--- src/rtl/apcht_pkg.sv ---
package apcht_pkg;

    localparam int COORD_WIDTH_DEF = 32;
    localparam int CFG_IDX_W       = 3;
    localparam int CFG_DATA_W      = 32;
    localparam int AXIS_W          = 2;
    localparam int APEX_W          = 32;
    localparam int APER_W          = 24;
    localparam int COS_W           = 17;
    localparam int TOL_W           = 31;

    localparam logic [COS_W-1:0] COS_RESET = 17'd65536;

    typedef enum logic [CFG_IDX_W-1:0] {
        REG_AXIS     = 3'd0,
        REG_APEX_X   = 3'd1,
        REG_APEX_Y   = 3'd2,
        REG_APEX_Z   = 3'd3,
        REG_APERTURE = 3'd4,
        REG_COS      = 3'd5,
        REG_TOL      = 3'd6
    } reg_idx_t;

    typedef enum logic [AXIS_W-1:0] {
        AXIS_Z = 2'd0,
        AXIS_X = 2'd1,
        AXIS_Y = 2'd2
    } axis_t;

    typedef struct packed {
        logic       op;
        logic [1:0] rng;
    } flag_t;

endpackage

--- src/rtl/apcht_prep.sv ---
module apcht_prep #(
    parameter int COORD_WIDTH = 32,
    parameter int MW          = 33
) (
    input  logic                   clk,
    input  logic                   en,
    input  logic [1:0]             axis,
    input  logic [COORD_WIDTH-1:0] apex_x,
    input  logic [COORD_WIDTH-1:0] apex_y,
    input  logic [COORD_WIDTH-1:0] apex_z,
    input  logic [30:0]            tol,
    input  logic                   opcode,
    input  logic [COORD_WIDTH-1:0] coord_x,
    input  logic [COORD_WIDTH-1:0] coord_y,
    input  logic [COORD_WIDTH-1:0] coord_z,
    input  logic [COORD_WIDTH-1:0] upper_x,
    input  logic [COORD_WIDTH-1:0] upper_y,
    input  logic [COORD_WIDTH-1:0] upper_z,
    output logic [MW-1:0]          mlo0,
    output logic [MW-1:0]          mlo1,
    output logic [MW-1:0]          mhi0,
    output logic [MW-1:0]          mhi1,
    output logic [MW-1:0]          zlo,
    output logic [MW-1:0]          zhi,
    output apcht_pkg::flag_t       flags
);

    import apcht_pkg::*;

    localparam int W  = COORD_WIDTH;
    localparam int CW = MW + 1;

    logic [W-1:0]         lo_w [3];
    logic [W-1:0]         hi_w [3];
    logic [W-1:0]         ap_w [3];
    logic signed [CW-1:0] lo_s [3];
    logic signed [CW-1:0] hi_s [3];
    logic signed [CW-1:0] ap_s [3];
    logic signed [CW-1:0] sel_lo [3];
    logic signed [CW-1:0] sel_hi [3];
    logic signed [CW-1:0] t_s;
    logic [MW-1:0]        mag_lo [3];
    logic [MW-1:0]        mag_hi [3];
    logic [1:0]           rng;

    logic [MW-1:0] mlo0_reg, mlo1_reg, mhi0_reg, mhi1_reg, zlo_reg, zhi_reg;
    flag_t         flags_reg;

    // cross axes first, cone axis last
    always_comb
    begin
        case (axis)
            AXIS_X:
            begin
                lo_w[0] = coord_y; lo_w[1] = coord_z; lo_w[2] = coord_x;
                hi_w[0] = upper_y; hi_w[1] = upper_z; hi_w[2] = upper_x;
            end
            AXIS_Y:
            begin
                lo_w[0] = coord_z; lo_w[1] = coord_x; lo_w[2] = coord_y;
                hi_w[0] = upper_z; hi_w[1] = upper_x; hi_w[2] = upper_y;
            end
            default:
            begin
                lo_w[0] = coord_x; lo_w[1] = coord_y; lo_w[2] = coord_z;
                hi_w[0] = upper_x; hi_w[1] = upper_y; hi_w[2] = upper_z;
            end
        endcase
    end

    assign ap_w[0] = apex_x;
    assign ap_w[1] = apex_y;
    assign ap_w[2] = apex_z;
    assign t_s     = signed'({{(CW-31){1'b0}}, tol});

    always_comb
    begin
        for (int k = 0; k < 3; k++)
        begin
            lo_s[k] = signed'({{(CW-W){lo_w[k][W-1]}}, lo_w[k]});
            hi_s[k] = signed'({{(CW-W){hi_w[k][W-1]}}, hi_w[k]});
            ap_s[k] = signed'({{(CW-W){ap_w[k][W-1]}}, ap_w[k]});
            sel_lo[k] = opcode ? (lo_s[k] - t_s - ap_s[k]) : (lo_s[k] - ap_s[k]);
            sel_hi[k] = hi_s[k] + t_s - ap_s[k];
            mag_lo[k] = sel_lo[k][CW-1] ? MW'(-sel_lo[k]) : MW'(sel_lo[k]);
            mag_hi[k] = sel_hi[k][CW-1] ? MW'(-sel_hi[k]) : MW'(sel_hi[k]);
        end
        for (int k = 0; k < 2; k++)
        begin
            rng[k] = (lo_s[k] <= ap_s[k]) && (ap_s[k] <= hi_s[k]);
        end
    end

    always_ff @(posedge clk)
    begin
        if (en)
        begin
            mlo0_reg  <= mag_lo[0];
            mlo1_reg  <= mag_lo[1];
            mhi0_reg  <= mag_hi[0];
            mhi1_reg  <= mag_hi[1];
            zlo_reg   <= mag_lo[2];
            zhi_reg   <= mag_hi[2];
            flags_reg <= '{op: opcode, rng: rng};
        end
    end

    assign mlo0  = mlo0_reg;
    assign mlo1  = mlo1_reg;
    assign mhi0  = mhi0_reg;
    assign mhi1  = mhi1_reg;
    assign zlo   = zlo_reg;
    assign zhi   = zhi_reg;
    assign flags = flags_reg;

endmodule

--- config.mk ---
export PLATFORM = sky130hd
export DESIGN_NAME = apcht_prep
export DESIGN_NICKNAME = d
export VERILOG_FILES = /design/src/rtl/apcht_pkg.sv /design/src/rtl/apcht_prep.sv
export SDC_FILE = /design/constraint.sdc
export NUM_CORES = 2
export LEC_CHECK = 0
export ABC_CLOCK_PERIOD_IN_PS = 11100
export BUFFER_PORTS_ARGS = -buffer_cell sky130_fd_sc_hd__buf_2
export CAP_MARGIN = 20
export CELL_PAD_IN_SITES_DETAIL_PLACEMENT = 1
export CELL_PAD_IN_SITES_GLOBAL_PLACEMENT = 2
export CORE_AREA = 2 2 391 393
export CTS_CLUSTER_DIAMETER = 40
export DETAILED_ROUTE_END_ITERATION = 16
export DIE_AREA = 0 0 393 395
export GPL_TIMING_DRIVEN = 0
export PLACE_DENSITY_LB_ADDON = 0.2
export SLEW_MARGIN = 20
export SYNTH_ARGS = -nofsm -noshare
export SYNTH_HDL_FRONTEND = slang
export SYNTH_SLANG_ARGS = --single-unit
--- constraint.sdc ---
create_clock -name clk -period 11.1 [get_ports clk]
set_clock_uncertainty 0.15 [all_clocks]
set_input_delay 2.22 -clock clk [delete_from_list [all_inputs] [get_ports clk]]
set_output_delay 2.22 -clock clk [all_outputs]
set_load 0.01 [all_outputs]
==> reports/metrics.cfg <==
[drt]
vias=42600
drc_errors=0
final_antenna_net_count=0
routed_wl_um=241000
drt_pass1_iterations=5
drt_first_iter_violations=3677
viasPerCell=5.53
wl_per_cell_um=31.3

[pwr]
vdd_ir_drop_max_v=0.000103
p_total_mw=8.54
p_leak_nw=19.7
power.density_nw_per_um2=187

[worst_setup_path]
crit_path_end_kind=register
path_cells=buf_2, inv_1, ha_1, buf_2, clkbuf_1, clkbuf_1, clkbuf_1, nand2_1, o21ai_0, inv_1, fa_1, inv_1, ha_1, a211oi_1, nor4_1, a2111oi_4, mux2i_1, o21ai_0, o32ai_1, nand3_1, or4_1, nor4_1, a31oi_1, xnor2_1
critical_path.top_delay_family=compound AO/OA/AOI/OAI gates
critical_path.max_stage_delay_ns=0.71
slowest_stage=a211oi_1
critPathBufInv=8
crit_required_ns=11.34
crit_type=input pin to register
worstPathMaxFanout=10
crit_arrival_ns=10.39
worstSetupStartpointType=input pin

[run]
cap_violations=0

[final_layout]
final_net_count=6481
drive_gt1_share_pct=12.8
multiInputGateArea_sq_um=30300
mostFrequentLayoutCell=buf_2
final_cell_mix=buf_2 (544), inv_1 (508), a21oi_1 (421), nand2_1 (409), nor2_1 (379)
finalInstanceArea_sq_um=45600
n_fill_cell=18500
seq_area_sq_um=6040
area_delta_synth_final_pct=16.8

[clock_tree]
htreeDepth=2
cts_setup_buffers=0
clk_pin_slew_ns=0.04
clock_sinks=201
post_cts_resized=0
cts_buffer_depth=3
cts_root_buf=clkbuf_16
numCtsBuffers=36
cts_tree=yes
cts_hold_buf=0

[timing]
hold_viol_final=0
drv_slew=0
tns_ns=0
fin_hold_ws_ns=1.70
rsz0062_at_grt=false
setup_violations=0
slew_headroom_pct=17.3
tightest_slew_ns=1.23
max_freq_mhz=98.5
post-route-period-util_pct=91.4
post-route-min-period_ns=10.15

[grt]
grt_pass1_wl_um=330000
grt-ovfl-total=0
antenna_found_initial=111
grt_pass1_vias=42000
grt_max_degree=97
track_usage_pct=30.2

[yosys]
netlist.area_leader.share_pct=15.5
syn_inst=5028
synth_edf_count=201
synthesis.area_sq_um=39100
synth_top_area_cell=edfxtp_1
synth_ff_type=edfxtp_1
yosysSeqAreaShare_pct=15.5
synth-seq-cells=201
yosys_warnings=0
ys_types=100
synthesis.nets=5916
synthTopCellsByArea=edfxtp_1 (15%), ha_1 (12%), fa_1 (9.7%)
async_flop_share_pct=0
synth.avg_cell_area_sq_um=7.77

[place]
port_buffers=524
dp_hpwl_um=209000
gp_congestion=0.979
place_area_sq_um=44300

[floorplanning]
initial_utilization_pct=25.8
core_sq_um=151000
die_y_um=395
ios=525
die_w_um=393
die-area_sq_um=155000
num_rows=143

[min_path]
min_path_type=input pin to register
hold_depth=1
min_to=flags[2]
hold_path.startpoint=opcode

[run_status]
status=finished, final reports clean

-- cells in the mapped netlist, drive strengths merged, types with 25 or more instances --
cell,n
inv,515
a21oi,422
nand2,409
nor2,379
ha,375
o21ai,374
xnor2,211
edfxtp,201
a22oi,197
fa,189
clkbuf,183
xor2,152
a21o,117
nor3,92
nand4,90
nand3,89
a211oi,60
a31oi,60
o21a,58
o211ai,57
nor2b,55
mux2i,52
nand2b,48
and3,47
and2,39
o31ai,36
buf,35
or3,33
or2,29
o21bai,28
a2111oi,25
-- report_power, final --
| group | switching (mW) | internal, mW | leakage, nW |
|---|---|---|---|
| registers | 0.0949 | 1.34 | 1.97 |
| clock network | 0.435 | 0.688 | 0.565 |
| logic | 3.90 | 2.09 | 17.2 |
| total | 4.43 | 4.12 | 19.7 |
-- worst max-delay path by stage --
stage                        from        to  slack, ns  cells after the start
after floorplan           axis[0]  mhi0[32]       2.99                     21
after global placement     opcode   mlo0[8]      -0.69                     12
after detailed placement  axis[0]  mlo0[32]       0.47                     21
after CTS                 axis[0]  mlo0[32]       1.09                     21
after global routing      axis[0]  mlo0[32]       0.39                     24
final                     axis[0]  mlo0[32]       0.95                     24
-- kinds of logic (layout without fill, tap and decap cells) --
logic type | count (synthesis) | in the layout | share of synthesized area [%]
other cells | 0 | 51 | 0
xor+xnor | 363 | 363 | 8.14
simple gates | 1432 | 1432 | 17.9
mux | 70 | 70 | 1.85
flops | 201 | 201 | 15.5
buf+inv | 734 | 1326 | 7.11
fa+ha+maj | 564 | 564 | 21.7
compound gates | 1664 | 1664 | 27.8
-- per-stage QoR --
| stage | utilization, % | cells | setup WS [ns] |
|---|---|---|---|
| global route | 30.1 | 7667 | 0.390 |
| finish | 30.2 | 7701 | 0.952 |
| global placement | 29.3 | 7582 | -0.686 |
| CTS | 30.1 | 7650 | 1.09 |
| detailed placement | 29.3 | 7585 | 0.469 |
| floorplan | - | 5028 | 2.99 |
-- metal layers --
layer  share of wire, %  track usage [%]  vias up
met2                 42             45.5     1531
met5               0.18                0        -
li1                   -                -    19500
met4                4.4             11.0       70
met3                8.2             7.02      360
met1                 45             41.7    21200
-- cell type report --
cell class                 count  share of cell area (%)
antenna                       51                   0.280
buffer                       218                    1.88
clock buffer                  45                    2.10
clock inverter                20                   0.485
inverter                     516                    4.25
multi-input combinational   4093                    66.3
sequential                   201                    13.2
tap                         2030                    5.57
timing repair buffer         527                    5.91
(Power assumes the default switching activity.)
